### config.mk
export PLATFORM = sky130hd
export DESIGN_NAME = lgm_scan
export DESIGN_NICKNAME = d
export VERILOG_FILES = /design/src/hw/rtl/lgm_pkg.sv /design/src/hw/rtl/lgm_scan.sv
export SDC_FILE = /design/constraint.sdc
export NUM_CORES = 1
export LEC_CHECK = 0
export ABC_AREA = 1
export BUFFER_PORTS_ARGS = -buffer_cell sky130_fd_sc_hd__buf_4
export CORE_MARGIN = 3
export CORE_UTILIZATION = 35
export DETAILED_ROUTE_END_ITERATION = 12
export PLACE_DENSITY_LB_ADDON = 0.3
export SLEW_MARGIN = 10
export SYNTH_ARGS = -nofsm -noshare
export SYNTH_HDL_FRONTEND = slang
export SYNTH_SLANG_ARGS = --single-unit
### constraint.sdc
create_clock -name clock -period 5.1 [get_ports clock]
set_clock_uncertainty 0.15 [all_clocks]
set_input_delay 0.51 -clock clock [delete_from_list [all_inputs] [get_ports clock]]
set_output_delay 0.51 -clock clock [all_outputs]
set_load 0.02 [all_outputs]
### src/hw/rtl/lgm_pkg.sv
// ----------------------------------------------------------------------------
// lgm_pkg
// Shared types and constants for the largest gap midpoint block: request and
// result payloads, cell chain control and configuration register indexes.
// ----------------------------------------------------------------------------
package lgm_pkg;

   localparam int COORD_W   = 32;
   localparam int TAG_W     = 4;
   localparam int POS_W     = 9;
   localparam int CSR_IDX_W = 2;

   localparam logic [CSR_IDX_W-1:0] CSR_LOWER_BOUND  = 2'd0;
   localparam logic [CSR_IDX_W-1:0] CSR_UPPER_BOUND  = 2'd1;
   localparam logic [CSR_IDX_W-1:0] CSR_SELECTED_DIM = 2'd2;

   localparam logic signed [COORD_W-1:0] LOWER_BOUND_RESET = 32'sd0;
   localparam logic signed [COORD_W-1:0] UPPER_BOUND_RESET = 32'sd65536;
   localparam logic [TAG_W-1:0]          SELECTED_DIM_RESET = 4'd0;

   typedef struct packed {
      logic signed [COORD_W-1:0] coordinate;
      logic [TAG_W-1:0]          dimension_tag;
      logic                      last_entry;
   } lgm_req_type;

   typedef struct packed {
      logic signed [COORD_W-1:0] gap_midpoint;
      logic [COORD_W-1:0]        gap_width;
      logic [POS_W-1:0]          gap_position;
      logic                      capacity_overflow;
   } lgm_rsp_type;

   typedef struct packed {
      logic insert;
      logic shift;
   } lgm_ctrl_type;

endpackage

### src/hw/rtl/lgm_scan.sv
// ----------------------------------------------------------------------------
// lgm_scan
// Running widest-gap search over the values leaving the chain head, one
// value per cycle; the first strictly widest gap is kept.
// ----------------------------------------------------------------------------
module lgm_scan
   import lgm_pkg::*;
#(
   parameter int IDX_W = 9
)
(
   input  logic                      clock,
   input  logic                      load,
   input  logic                      step,
   input  logic signed [COORD_W-1:0] head,
   output logic [COORD_W-1:0]        best_width,
   output logic [COORD_W-1:0]        best_low,
   output logic [IDX_W-1:0]          best_pos
);

   logic [COORD_W-1:0] prev_ff,  prev_in;
   logic [COORD_W-1:0] bw_ff,    bw_in;
   logic [COORD_W-1:0] blo_ff,   blo_in;
   logic [IDX_W-1:0]   bpos_ff,  bpos_in;
   logic [IDX_W-1:0]   idx_ff,   idx_in;
   logic [COORD_W-1:0] width;

   assign width = COORD_W'(head) - prev_ff;

   always_comb begin
      prev_in = prev_ff;
      bw_in   = bw_ff;
      blo_in  = blo_ff;
      bpos_in = bpos_ff;
      idx_in  = idx_ff;
      if (load) begin
         prev_in = COORD_W'(head);
         bw_in   = '0;
         blo_in  = COORD_W'(head);
         bpos_in = '0;
         idx_in  = '0;
      end else if (step) begin
         prev_in = COORD_W'(head);
         idx_in  = idx_ff + 1'b1;
         if (width > bw_ff) begin
            bw_in   = width;
            blo_in  = prev_ff;
            bpos_in = idx_ff;
         end
      end
   end

   always_ff @(posedge clock) begin
      prev_ff <= prev_in;
      bw_ff   <= bw_in;
      blo_ff  <= blo_in;
      bpos_ff <= bpos_in;
      idx_ff  <= idx_in;
   end

   assign best_width = bw_ff;
   assign best_low   = blo_ff;
   assign best_pos   = bpos_ff;

endmodule

# --- Word-level counts from Yosys, hierarchy flattened ---
# Cells that the tools add are included.
op_classes:
  n_addsub: 2
  magnitude_cmp: 1
  mux: 5
  reduce_logical: 4
op_table:
  columns: ["op", "count"]
  rows:
  - ["$mux 32", 5]
  - ["$gt 32x32->1", 1]
  - ["$sub 32x32->32", 1]
  - ["$add 9x1->9 const B", 1]
  - ["$reduce_and 2->1", 2]
  - ["$reduce_bool 2->1", 2]
totals:
  register_bits: 114
  input_bits: 35
  wordCells: 17

# --- Depth between registers and ports, before layout ---
logic_depth:
  ltp_word: 5
  ltp_mapped: 26
  ltp_nobuf: 25

# --- Worst setup path before layout ---
# Ideal clock, no wire load.
synth_timing:
  path_type: "input port to flip-flop"
  startpoint: "in head[0]"
  endpoint: "reg blo_ff[0] (netlist: best_low[0]) (enable)"
  setup_time_ps: 389
  arrival_ps: 3601
  slack_ps: 959
  path_stages: 22
  path_buffers: 1
  cell_sequence: "inv_1 ha_1 inv_1 fa_1 nand2_1 nand3_1 nand2_1 nand2_1 nand2_1 nand2_1 nand2_1 nand2_1 ha_1 nand2_1 nor2_1 nand2_1 nor2_2 nand2_1 nand2_4 nand2_8 buf_6 nand2_1"
synth_between:
  elab_chain_cells: 4
synth_rtl:
  columns: ["item", "line", "text"]
  rows:
  - ["from (decl)", "lgm_scan.sv:15", "input logic signed [COORD_W-1:0] head,"]
  - ["$sub 32x32->32", "lgm_scan.sv:28", "assign width = COORD_W'(head) - prev_ff;"]
  - ["net width[30]", "lgm_scan.sv:26", "logic [COORD_W-1:0] width;"]
  - ["$gt 32x32->1", "lgm_scan.sv:45", "if (width > bw_ff) begin"]
  - ["$reduce_bool 2->1 (no line)", null, null]
  - ["$reduce_and 2->1 (no line)", null, null]
  - ["to (signal assigned)", "lgm_scan.sv:56", "blo_ff <= blo_in;"]
  - ["to (decl)", "lgm_scan.sv:23", "logic [COORD_W-1:0] blo_ff, blo_in;"]
# The timed path passes the listed nets, and every way through them passes these cells.
# A chain may end at the register's enable or synchronous reset.

# --- Final worst setup path ---
layout_timing:
  startpoint: "reg prev_ff[16]"
  endpoint: "reg bw_ff[5] (netlist: best_width[5])"
layout_between:
  elab_chain_cells: 3
layout_rtl:
  columns: ["item", "line", "text"]
  rows:
  - ["from (decl)", "lgm_scan.sv:21", "logic [COORD_W-1:0] prev_ff, prev_in;"]
  - ["from (signal assigned)", "lgm_scan.sv:54", "prev_ff <= prev_in;"]
  - ["$sub 32x32->32", "lgm_scan.sv:28", null]
  - ["net width[20]", "lgm_scan.sv:26", null]
  - ["$gt 32x32->1", "lgm_scan.sv:45", null]
  - ["$reduce_and 2->1 (no line)", null, null]
  - ["to (signal assigned)", "lgm_scan.sv:55", "bw_ff <= bw_in;"]
  - ["to (decl)", "lgm_scan.sv:22", "logic [COORD_W-1:0] bw_ff, bw_in;"]
# The timed path passes the listed nets, and every way through them passes these cells.

==> summary.md <==
| Metric | Value |
|---|---|
| Post-CTS setup buffer count | `0` |
| Tmin final | `about 4200 ps` |
| Syn Inst Count | `between 1000 and 1500` |
| HPWL Detailed | `between 15000 and 20000 microns` |
| Top_reg_cell synth | `edfxtp_1` |
| Fillers | `between 2000 and 2500` |
| Worst skew pair latency | `between 400 and 500 ps` |
| Final WS setup | `slightly above 900 ps` |
| Number of synthesized flops with an enable pin | `64` |
| Initial Util | `36.3%` |
| Die X | `155 microns` |
| Placer Congestion | `approximately 0.94` |
| Post-Syn Nets | `around 1200` |
| Vias in the first global route | `6568` |
| Slew margin rel. | `between 40% and 50%` |
| IO Count | `approximately 110` |
| Die height | `155 microns` |
| Critical path arrival | `roughly 4400 ps` |
| Pint | `2.33 mW` |
| Final #Nets | `between 1000 and 1500` |
| Crit end category | `register` |
| Synth area leader | `edfxtp_1` |
| H-tree Lvls | `4` |
| First-pass GRT wire length | `about 33000 microns` |
| Pre-CTS setup slack | `599 ps` |
| CP Launch Type | `register` |
| Clock Sinks | `~110` |
| Yosys warns | `0` |
| Worst r2r src | `prev_ff[16]` |
| Hold path startpoint | `head[0]` |
| Initial DRC count | `about 380` |
| Clock Pin Slew Worst Setup and Hold Paths | `around 70 ps` |
| WL per Instance | `about 14 microns` |
| Area growth syn-to-layout | `21.0%` |
| Synth unique cells | `38` |
| TritonCTS Buffers | `17` |
| RSZ-0062 raised after global routing | `no` |
| Avg Synthesized Cell Area | `a little over 7 sq um` |
| GRT Util Overall | `17.3%` |
| Worst Setup Path Type | `reg2reg` |
| 1st-pass router iterations | `5` |
| Fin crit share | `just over 80%` |
| Post-Syn Area | `approximately 7800 sq um` |
| Seq/Total Area, Yosys | `37.6%` |
| ANT nets after route | `0` |
| Share of cells above drive strength 1 | `around 15%` |
| Hold path endpoint | `prev_ff[0]` |
| Initial antenna violation count | `0` |
| Peak Freq | `around 240 MHz` |
| Worst r2r path cells | `21` |
| Core Region | `21400 sq um` |
| Rows | `between 50 and 60` |
| Worst EP required | `~5300 ps` |
| Max VDD drop | `approximately 0.24 mV` |
| Sw frac | `between 30 and 40%` |
| Run status | `complete, no violations` |
| PD cells | `~400 nW/um^2` |
| # DRC | `0` |
| PostCTS Resize Cnt | `0` |
| Register bit total from synthesis | `114` |
| Reg2reg setup slack | `approximately 900 ps` |
| Hold buffer count at CTS | `0` |
| Clock Tree Buf Depth | `2` |
| TritonCTS clock tree | `done` |
| Hold Crit Class | `in2reg` |
| Hold Vio Cnt, Final | `0` |
| Switching power | `between 1 and 1.5 mW` |
| Worst Tran Pin Value | `829 ps` |
| Via Count | `slightly below 7000` |
| Grt ovf | `0` |
| Logic gate share of total power | `between 30% and 40%` |
| Setup_tns | `0 ps` |
| Pwr Total | `3.75 mW` |
| Flop pwr share | `between 30% and 40%` |
| Synth top area cells | `edfxtp_1, nand2_1, dfxtp_1` |
| Die ar. | `around 24000 sq um` |
| Clk network pwr share | `between 30 and 40%` |
| CTS root buf | `clkbuf_16` |
| Via density | `4.65` |
| P_leak | `approximately 4.9 nW` |
| Slew Limit Fails | `0` |
| Final setup fails | `0` |
| Largest net degree at the start of global routing | `76` |
| Fraction of registers with async set/reset | `0%` |
| Cells after DPL | `1434` |
| Max_cap viols | `0` |
| Reg2Reg Capture Point | `best_width[5]` |
| I/O Buffers | `107` |
| Number of diodes | `0` |
| Final cell count without fillers | `roughly 1500` |
| Hold path depth | `1` |
| Top-area cell type share of the netlist area | `24.7%` |
| Crit Path Max Fanout | `just over 40` |
| Final wirelength | `just over 20000 microns` |
[final cells by class]
type                       instances  area (sq um)  share of cell area [%]
clock buffer                      19           475                    5.06
clock inverter                    13           135                    1.44
inverter                         204           768                    8.17
multi-input combinational        729          3920                    41.7
sequential                       114          2920                    31.1
tap                              275           344                    3.66
timing repair buffer             112           841                    8.94
[critical path, stage by stage, from the launching register on]
cell,delay [ps]
edfxtp_1,320
inv_1,50
ha_1,380
nand2_1,130
nor2_1,230
inv_1,60
nor2_1,220
nand4_1,270
nand4_1,170
nand2_1,140
ha_1,320
nand2_1,50
nor2_1,120
nand4_1,110
nor2_2,130
inv_2,60
o21ai_4,200
inv_4,170
nand2_8,110
buf_4,490
nand3_1,150
nand2_1,100
[how the worst max path moves through the flow]
stage / start / endpoint / slack (ps) / depth (start not counted)
3_3_place_gp: head[0] / best_width[9] / 620 / 25
5_1_grt: prev_ff[17] / best_width[6] / 500 / 21
2_1_floorplan: head[0] / best_low[0] / 960 / 22
3_5_place_dp: head[0] / best_width[5] / 600 / 25
4_1_cts: prev_ff[0] / best_width[5] / 910 / 23
6_report: prev_ff[16] / best_width[5] / 920 / 21
[kinds of logic (layout without fill, tap and decap cells)]
| logic type | count (synthesis) | after routing | synth area share, % |
|---|---|---|---|
| buffers and inverters | 230 | 348 | 11.9 |
| AND/OR/NAND/NOR | 559 | 559 | 31.9 |
| XOR/XNOR | 12 | 12 | 1.35 |
| adder cells (fa/ha/maj) | 65 | 65 | 10.6 |
| AO/OA/AOI/OAI | 93 | 93 | 6.67 |
| flip-flops | 114 | 114 | 37.6 |
[flip-flops by register name, summed over array words and instances (netlist names)]
register,count
best_low,32
best_width,32
prev_ff,32
best_pos,9
idx_ff,9
[cell usage in the layout, fill, tap and decap left out, types with 37 or more instances in the layout]
master      n
a21oi_1    41
buf_4     112
dfxtp_1    50
edfxtp_1   64
ha_1       64
inv_1     201
nand2_1   362
nand3_1    72
nor2_1     50
o21ai_0    37
[power groups by stage]
stage	clock, mW	combinational [mW]	sequential (mW)
2_1_floorplan	0	0.806	1.33
3_3_place_gp	0	1.31	1.22
3_5_place_dp	0	1.32	1.22
4_1_cts	1.26	1.33	1.20
5_1_grt	1.30	1.49	1.22
6_report	1.24	1.31	1.20
[synth_stat cells, types with 2 or more instances]
| cell type | n |
|---|---|
| nand2_1 | 362 |
| inv_1 | 202 |
| nand3_1 | 72 |
| edfxtp_1 | 64 |
| ha_1 | 64 |
| dfxtp_1 | 50 |
| nor2_1 | 50 |
| a21oi_1 | 41 |
| o21ai_0 | 37 |
| nand4_1 | 34 |
| nand3_2 | 20 |
| xor2_1 | 11 |
| buf_2 | 9 |
| clkbuf_1 | 9 |
| nor3_1 | 8 |
| o21bai_1 | 6 |
| and2_1 | 4 |
| buf_1 | 3 |
| nor3_2 | 3 |
| a21o_1 | 2 |
| buf_12 | 2 |
| buf_6 | 2 |
| nand3b_1 | 2 |
| o21a_1 | 2 |
[routing by layer]
layer / routed length, microns / GRT usage [%] / up-vias
met5: 0 / 0 / -
met4: 490 / 6.18 / 0
met3: 1010 / 4.06 / 31
met2: 9040 / 28.0 / 141
met1: 9700 / 22.7 / 3013
li1: - / - / 3634
[metrics by stage]
step           utilization, %  area, sq um  hold slack, ps
2_1_floorplan               -         7770             289
6_report                 43.9         9410             111
4_1_cts                  43.9         9410            91.7
5_1_grt                  43.9         9410            97.8
3_5_place_dp             41.1         8790             316
3_3_place_gp             41.1         8790             302
Note: power is estimated with default switching activity, not from simulation.
