==> src/hw/rtl/lgm_pkg.sv <==
// ----------------------------------------------------------------------------
// lgm_pkg
// Shared types and constants for the largest gap midpoint block: request and
// result payloads, cell chain control and configuration register indexes.
// ----------------------------------------------------------------------------
package lgm_pkg;

   localparam int COORD_W   = 32;
   localparam int TAG_W     = 4;
   localparam int POS_W     = 9;
   localparam int CSR_IDX_W = 2;

   localparam logic [CSR_IDX_W-1:0] CSR_LOWER_BOUND  = 2'd0;
   localparam logic [CSR_IDX_W-1:0] CSR_UPPER_BOUND  = 2'd1;
   localparam logic [CSR_IDX_W-1:0] CSR_SELECTED_DIM = 2'd2;

   localparam logic signed [COORD_W-1:0] LOWER_BOUND_RESET = 32'sd0;
   localparam logic signed [COORD_W-1:0] UPPER_BOUND_RESET = 32'sd65536;
   localparam logic [TAG_W-1:0]          SELECTED_DIM_RESET = 4'd0;

   typedef struct packed {
      logic signed [COORD_W-1:0] coordinate;
      logic [TAG_W-1:0]          dimension_tag;
      logic                      last_entry;
   } lgm_req_type;

   typedef struct packed {
      logic signed [COORD_W-1:0] gap_midpoint;
      logic [COORD_W-1:0]        gap_width;
      logic [POS_W-1:0]          gap_position;
      logic                      capacity_overflow;
   } lgm_rsp_type;

   typedef struct packed {
      logic insert;
      logic shift;
   } lgm_ctrl_type;

endpackage

==> src/hw/rtl/lgm_cell.sv <==
// ----------------------------------------------------------------------------
// lgm_cell
// One slot of the sorted chain. Inserts a key in parallel with its neighbors
// or shifts its value down toward the chain head.
// ----------------------------------------------------------------------------
module lgm_cell
   import lgm_pkg::*;
(
   input  logic                      clock,
   input  lgm_ctrl_type              ctrl,
   input  logic signed [COORD_W-1:0] key,
   input  logic signed [COORD_W-1:0] left_val,
   input  logic                      left_gt,
   input  logic                      left_occ,
   input  logic signed [COORD_W-1:0] right_val,
   input  logic                      occ,
   output logic signed [COORD_W-1:0] val,
   output logic                      gt
);

   logic signed [COORD_W-1:0] val_ff;
   logic signed [COORD_W-1:0] val_in;

   assign gt  = occ && (val_ff > key);
   assign val = val_ff;

   always_comb begin
      val_in = val_ff;
      if (ctrl.insert) begin
         if (left_gt) begin
            val_in = left_val;
         end else if (gt || (!occ && left_occ)) begin
            val_in = key;
         end
      end else if (ctrl.shift) begin
         val_in = right_val;
      end
   end

   always_ff @(posedge clock) begin
      val_ff <= val_in;
   end

endmodule

==> config.mk <==
export PLATFORM = sky130hd
export DESIGN_NAME = lgm_cell
export DESIGN_NICKNAME = d
export VERILOG_FILES = /design/src/hw/rtl/lgm_pkg.sv /design/src/hw/rtl/lgm_cell.sv
export SDC_FILE = /design/constraint.sdc
export NUM_CORES = 1
export LEC_CHECK = 0
export BUFFER_PORTS_ARGS = -buffer_cell sky130_fd_sc_hd__buf_2
export CAP_MARGIN = 10
export CELL_PAD_IN_SITES_DETAIL_PLACEMENT = 1
export CELL_PAD_IN_SITES_GLOBAL_PLACEMENT = 1
export CORE_ASPECT_RATIO = 1.5
export CORE_MARGIN = 3
export CORE_UTILIZATION = 30
export DETAILED_ROUTE_END_ITERATION = 10
export GPL_TIMING_DRIVEN = 0
export PLACE_DENSITY_LB_ADDON = 0.1
export SLEW_MARGIN = 20
export SYNTH_ARGS = -nofsm -noshare
export SYNTH_HDL_FRONTEND = slang
export SYNTH_SLANG_ARGS = --single-unit
export TNS_END_PERCENT = 20
==> constraint.sdc <==
create_clock -name clock -period 5.42 [get_ports clock]
set_clock_uncertainty 0.05 [all_clocks]
set_input_delay 1.084 -clock clock [delete_from_list [all_inputs] [get_ports clock]]
set_output_delay 1.084 -clock clock [all_outputs]
set_load 0.01 [all_outputs]
======== Yosys cells after proc, flatten, opt, wreduce, memory -nomap -nowiden ========
Cells that the tools add are included.
W data, S select, Z words.
word-level totals
  register bits after elaboration ......... 32
  bits of input ports ..................... 102
  word-level logic and storage cells ...... 13
cells by class
  magnitude comparators ................... 1
  equality and inequality tests ........... 1
  multiplexer cells ....................... 4
  reduce and logical (&&, ||, !) cells .... 6
operators by type and width
  cell                  number
  $mux W32              4
  $gt A32 B32 Y1        1
  $ne A3 B1 Y1 const B  1
  $logic_and A1 B1 Y1   2
  $reduce_and A2 Y1     1
  $reduce_bool A2 Y1    1
  $logic_not A1 Y1      1
  $logic_or A1 B1 Y1    1

======== Depth between registers and ports, before layout ========
Gate-level depths: netlist (run 1).
  depth after elaboration ................. 6
  gate-level depth with buffers ........... 8

======== Worst setup path after synthesis (run 1) ========
No wires, ideal clock.
  path kind ............................... input -> register
  start point ............................. input key[14]
  end point ............................... register val_ff[0] (netlist: val[0]), enable pin
  data arrival time ....................... 4.399 ns
  setup slack ............................. 0.530 ns
  stages .................................. 8
  buffers on the path ..................... 0
  cell sequence ........................... inv_1 -> ha_1 -> nand4_1 -> nor2_1 -> a221o_1 -> o31a_1 -> or3_1 -> a31oi_1
on the way
  word-level cells in the longest chain between the ends .. 5
RTL lines
  what                         RTL line        text
  from (decl)                  lgm_cell.sv:11  input logic signed [COORD_W-1:0] key,
  $gt A32 B32 Y1               lgm_cell.sv:24  assign gt = occ && (val_ff > key);
  $logic_and A1 B1 Y1          lgm_cell.sv:24
  $logic_or A1 B1 Y1           lgm_cell.sv:32  end else if (gt || (!occ && left_occ)) begin
  $ne A3 B1 Y1 (no line)       --
  $reduce_and A2 Y1 (no line)  --
  to (signal assigned)         lgm_cell.sv:41  val_ff <= val_in;
  to (decl)                    lgm_cell.sv:21  logic signed [COORD_W-1:0] val_ff;
Every way passes these cells.
A chain may end at the register's enable or synchronous reset.

======== Worst setup path after layout (run 1) ========
  start point ............................. input key[7]
  end point ............................... output gt
on the way
  word-level cells in the longest chain between the ends .. 2
RTL lines
  what                 RTL line        text
  $gt A32 B32 Y1       lgm_cell.sv:24
  $logic_and A1 B1 Y1  lgm_cell.sv:24
  to (decl)            lgm_cell.sv:18  output logic gt
Every way passes these cells.

==> flow_summary.yaml, run 1 <==
outcome:
  status: "complete, no violations"
synth:
  synth_top_area_share: 0.392
  yosysUniqueCellTypes: 24
  netlist.top_cell.by_area: "edfxtp_1"
  ys_seq_area_frac: 0.392
  syn_inst: 262
  async_reset_ff_frac: 0
  yosys_warnings: 0
  synth_area_leaders: "edfxtp_1 39%, ha_1 16%, mux2i_1 13%, a21oi_1 9.0%, nor2_1 5.7%"
  syn_area_per_cell_um2: 9.35
  synthesis.area_mm2: 0.00245
  synth_edf_count: 32
  synth_seq_cells: 32
  ys.flop_type: "edfxtp_1"
  syn_nets: 396
sta:
  grt_setup_unrepaired: "false"
  setup_viol: 0
  period_needed_ns: 4.22
  drv_slew: 0
  holdWs_ns: 1.08
  worst_slew_pin_slew_ns: 0.772
  hold_violations: 0
  fmax_mhz: 237
  relSlewSlack: 0.485
  fin_setup_tns_ns: 0
  min_period_over_period: 0.778
routing:
  wire_per_inst_um: 15.3
  dr_wl_met2_um: 4360
  drt_iter0_markers: 46
  drt-met1-wl_um: 2790
  highest_layer: "met4"
  drc: 0
  wl_met3_um: 516
  drt_first_pass_iters: 4
  antenna_left: 0
  via_count: 2430
  via_per_inst: 4.81
  finalWirelength_um: 7740
worst_setup_path:
  crit_type: "in -> out"
  startpoint_type: "input pin"
  r2r-start: "val[7]"
  critPathArrivalTime_ns: 3.08
  worstPathRequired_ns: 4.29
  worstSetupStartpoint: "key[7]"
  end_kind: "output pin"
  crit_fanout: 3
die:
  dieWidth_um: 79.8
  initial_core_util: 0.316
  dieArea_mm2: 0.00930
  fp.dieH_um: 117
  pin_count: 135
  core-area_mm2: 0.00776
  rows: 39
global_route:
  grt_antenna_before_repair: 0
  grt_pass1_vias: 2587
  grt-ovfl-total: 0
  grt_max_degree: 19
  grt_pass1_wl_um: 12000
  track_usage: 0.167
final_layout:
  finish.utilization: 0.440
  largest_reg_flops: 32
  n_antenna_cell: 0
  nets: 536
  drive_gt1_frac: 0.347
  areaGrowthSynthToFinish_pct: 39.5
  final_cells: 505
min_path:
  hold_start: "right_val[14]"
  hold_path.class: "in -> reg"
clock_network:
  clkSinkCount: 32
  clockRootBuffer: "clkbuf_16"
  cts_setup_buffers: 0
  clkLatencyLatePin_ns: 0.27
  hold_buffers: 0
  htreeDepth: 2
  ctsResizeCount: 0
  numCtsBuffers: 5
  cts_buffer_depth: 2
  clk_pin_slew_worst_paths_ns: 0.05
  cts_tree: "yes"
placement:
  routabilityCongestion: 0.792
  dp_hpwl_um: 6470
  io_buffers: 132
  placed_cells: 497
power_and_ir_drop:
  p_leak_nw: 1.73
  powerDensity_mw_per_mm2: 239
  peakVddDrop_mv: 0.123
flow_run:
  maxCapViolCount: 0
[path summary, 6_finish.rpt]
kind                            endpoint  slack (ns)  cells past startpoint
worst min register to register   val[23]        1.28                      5
worst max register to register   val[15]        2.14                      8
worst min-delay path             val[14]        1.08                      3
worst max-delay path                  gt        1.20                     10
[per-stage QoR]
stage               power, mW  worst slack, ns  instance area [µm²]
floorplan               0.448            0.530                 2450
global placement        0.548           -0.941                 3240
detailed placement      0.559             1.20                 3280
CTS                     0.835             1.19                 3420
global route            0.872             1.06                 3420
finish                  0.817             1.20                 3420
[power by group]
group / switching (mW) / internal [mW] / total, mW
registers: 0.0134 / 0.307 / 0.320
clock network: 0.101 / 0.169 / 0.270
logic: 0.123 / 0.104 / 0.227
[final cells by class]
cell class / count / area (µm²)
flip-flops and latches: 32 / 961
clock buffers: 7 / 133
plain buffers: 11 / 41.3
repair buffers: 133 / 688
multi-input cells: 184 / 1330
clock inverters: 1 / 3.75
fillers: 970 / 4340
well taps: 102 / 128
inverters: 35 / 131
[cell families (layout without fill, tap and decap cells)]
| kind of cell | after synthesis | in the layout | share of synthesized area |
|---|---|---|---|
| muxes | 32 | 32 | 0.131 |
| adders and majority gates | 32 | 32 | 0.164 |
| buffers and inverters | 46 | 187 | 0.0705 |
| AOI/OAI and AO/OA | 60 | 60 | 0.137 |
| DFF | 32 | 32 | 0.392 |
| and+or+nand+nor | 60 | 60 | 0.105 |
[cell usage after synthesis, types with 2 or more instances]
master,number
o21ai_0,3
buf_1,3
nand3_1,3
mux2i_1,32
edfxtp_1,32
nand4_1,8
a21oi_1,44
nand2_1,8
a31oi_1,2
ha_1,32
clkbuf_1,8
o211ai_1,3
a211oi_1,3
inv_1,35
nor2_1,37
[routing by layer]
layer	track usage	vias up
li1	-	1217
met1	0.170	1129
met2	0.339	79
met3	0.0363	5
met4	0.0406	0
met5	0	-
[cell usage in the layout, fill, tap and decap left out, types with 3 or more instances in the layout]
master / n
buf_2: 132
a21oi_1: 44
nor2_1: 37
inv_1: 35
mux2i_1: 32
ha_1: 32
edfxtp_1: 32
clkbuf_1: 10
nand4_1: 8
nand2_1: 8
clkbuf_16: 5
buf_1: 3
a211oi_1: 3
o21ai_0: 3
nand3_1: 3
o211ai_1: 3
[worst max-delay path, cell delays in order]
cell	delay, ns
buf_2	0.09
inv_1	0.04
ha_1	0.32
a21oi_1	0.15
o21ai_0	0.14
a221o_1	0.31
o31a_1	0.32
or3_1	0.41
nand2_1	0.09
buf_2	0.14
Note: power is estimated with default switching activity, not from simulation.
==> inputs of run 2 (changes only) <==
- clock period: 5.42 -> 4 ns (I/O delays scaled with it)
==> run 2 against run 1 <==
Hold slack got worse by 0.28 ns. Sequential share of layout area about the same. Flip-flop and latch count unchanged. Largest cell class unchanged. Routed wire length increased by 1.6%. Cell count decreased by 0.20%. Die area unchanged. Core utilization about the same. Count of clock-buffer cells in the layout decreased by 1. Sequential power increased by 36%. Global-route usage increased by 0.22 points. Register-to-register slack got worse by 1.4 ns. Non-clock buffer count unchanged.
==> flow_summary.yaml, run 2 (synthesis gave the netlist of run 1 again) <==
outcome:
  status: "complete, no violations"
sta:
  period_needed_ns: 3.69
  grt_setup_unrepaired: "false"
  fmax_mhz: 271
  drv_slew: 0
  fin_setup_tns_ns: 0
  setup_viol: 0
  holdWs_ns: 0.801
  min_period_over_period: 0.922
  relSlewSlack: 0.476
  worst_slew_pin_slew_ns: 0.787
  hold_violations: 0
die:
  dieArea_mm2: 0.00930
  pin_count: 135
  fp.dieH_um: 117
  dieWidth_um: 79.8
  rows: 39
  initial_core_util: 0.316
  core-area_mm2: 0.00776
power_and_ir_drop:
  powerDensity_mw_per_mm2: 323
  peakVddDrop_mv: 0.163
  p_leak_nw: 1.73
global_route:
  grt_pass1_vias: 2623
  grt_antenna_before_repair: 0
  grt_max_degree: 20
  grt_pass1_wl_um: 12200
  grt-ovfl-total: 0
  track_usage: 0.170
min_path:
  hold_path.class: "in -> reg"
  min_path_cells: 3
  hold_start: "right_val[15]"
  whs_endpoint: "val[15]"
worst_setup_path:
  crit_type: "in -> out"
  r2r-start: "val[14]"
  startpoint_type: "input pin"
  crit_fanout: 3
  worstReg2RegEnd: "val[24]"
  r2r_cells: 8
  worstPathRequired_ns: 3.15
  critPathArrivalTime_ns: 2.84
  end_kind: "output pin"
  r2r_slack_ns: 0.78
routing:
  via_count: 2434
  drt_first_pass_iters: 3
  antenna_left: 0
  drc: 0
  drt_iter0_markers: 32
  via_per_inst: 4.83
  wire_per_inst_um: 15.6
  finalWirelength_um: 7860
clock_network:
  ctsResizeCount: 0
  clockRootBuffer: "clkbuf_16"
  hold_buffers: 0
  clk_pin_slew_worst_paths_ns: 0.05
  cts_setup_buffers: 0
  cts_tree: "yes"
  numCtsBuffers: 5
  htreeDepth: 2
  clkLatencyLatePin_ns: 0.27
  cts_buffer_depth: 2
  clkSinkCount: 32
placement:
  dp_hpwl_um: 6570
  io_buffers: 132
  routabilityCongestion: 0.788
  placed_cell_area_mm2: 0.00328
flow_run:
  maxCapViolCount: 0
final_layout:
  largest_reg_flops: 32
  drive_gt1_frac: 0.351
  layout_common_cells: "132 x buf_2, 44 x a21oi_1, 37 x nor2_1"
  nets: 536
  stdcell_area_mm2: 0.00341
  layout_commonest_cell: "buf_2"
  areaGrowthSynthToFinish_pct: 39.4
  n_antenna_cell: 0
run 2: cell count changes in the layout (fill, tap and decap cells not counted), sizes merged:
cell	previous run	this run
clkbuf	15	14
run 2: worst max-delay path by stage:
stage	start	endpoint	slack [ns]
finish	key[7]	gt	0.31
global route	key[7]	gt	0.13
CTS	key[7]	gt	0.28
detailed placement	key[7]	val[5]	0.19
global placement	key[7]	val[11]	-0.79
floorplan	key[14]	val[0]	0.15
run 2: per-stage QoR:
stage          utilization  cells  power (mW)  setup WS [ns]
3_5_place_dp         0.423    497       0.758          0.189
4_1_cts              0.440    504        1.13          0.278
5_1_grt              0.440    504        1.18          0.126
2_1_floorplan            -    262       0.607          0.153
3_3_place_gp         0.418    496       0.743         -0.788
6_report             0.440    504        1.10          0.312
run 2: layer usage:
layer  share of wire  global-route usage  vias up
met2            0.56               0.340       79
met3           0.060              0.0332        6
met4          0.0099              0.0440        0
li1                -                   -     1214
met1            0.37               0.176     1135
met5               0                   0        -
run 2: critical path: stages:
cell and delay [ns]:
buf_2 0.09, inv_1 0.04, ha_1 0.31, a21oi_1 0.15, o21ai_0 0.15, a221o_1 0.33, o31a_1 0.33, or3_1 0.41
nand2_1 0.09, buf_2 0.14
run 2: where the power goes:
group          total, mW  switching, mW  internal (mW)
Combinational      0.308          0.168          0.141
Clock              0.360          0.134          0.226
Sequential         0.434         0.0183          0.416
run 2: area by class of cell:
class | count | area, µm²
buffer | 11 | 41.3
clock buffer | 6 | 129
clock inverter | 1 | 5.00
fill | 978 | 4350
inverter | 35 | 131
multi-input combinational | 184 | 1330
sequential | 32 | 961
tap | 102 | 128
timing repair buffer | 133 | 688
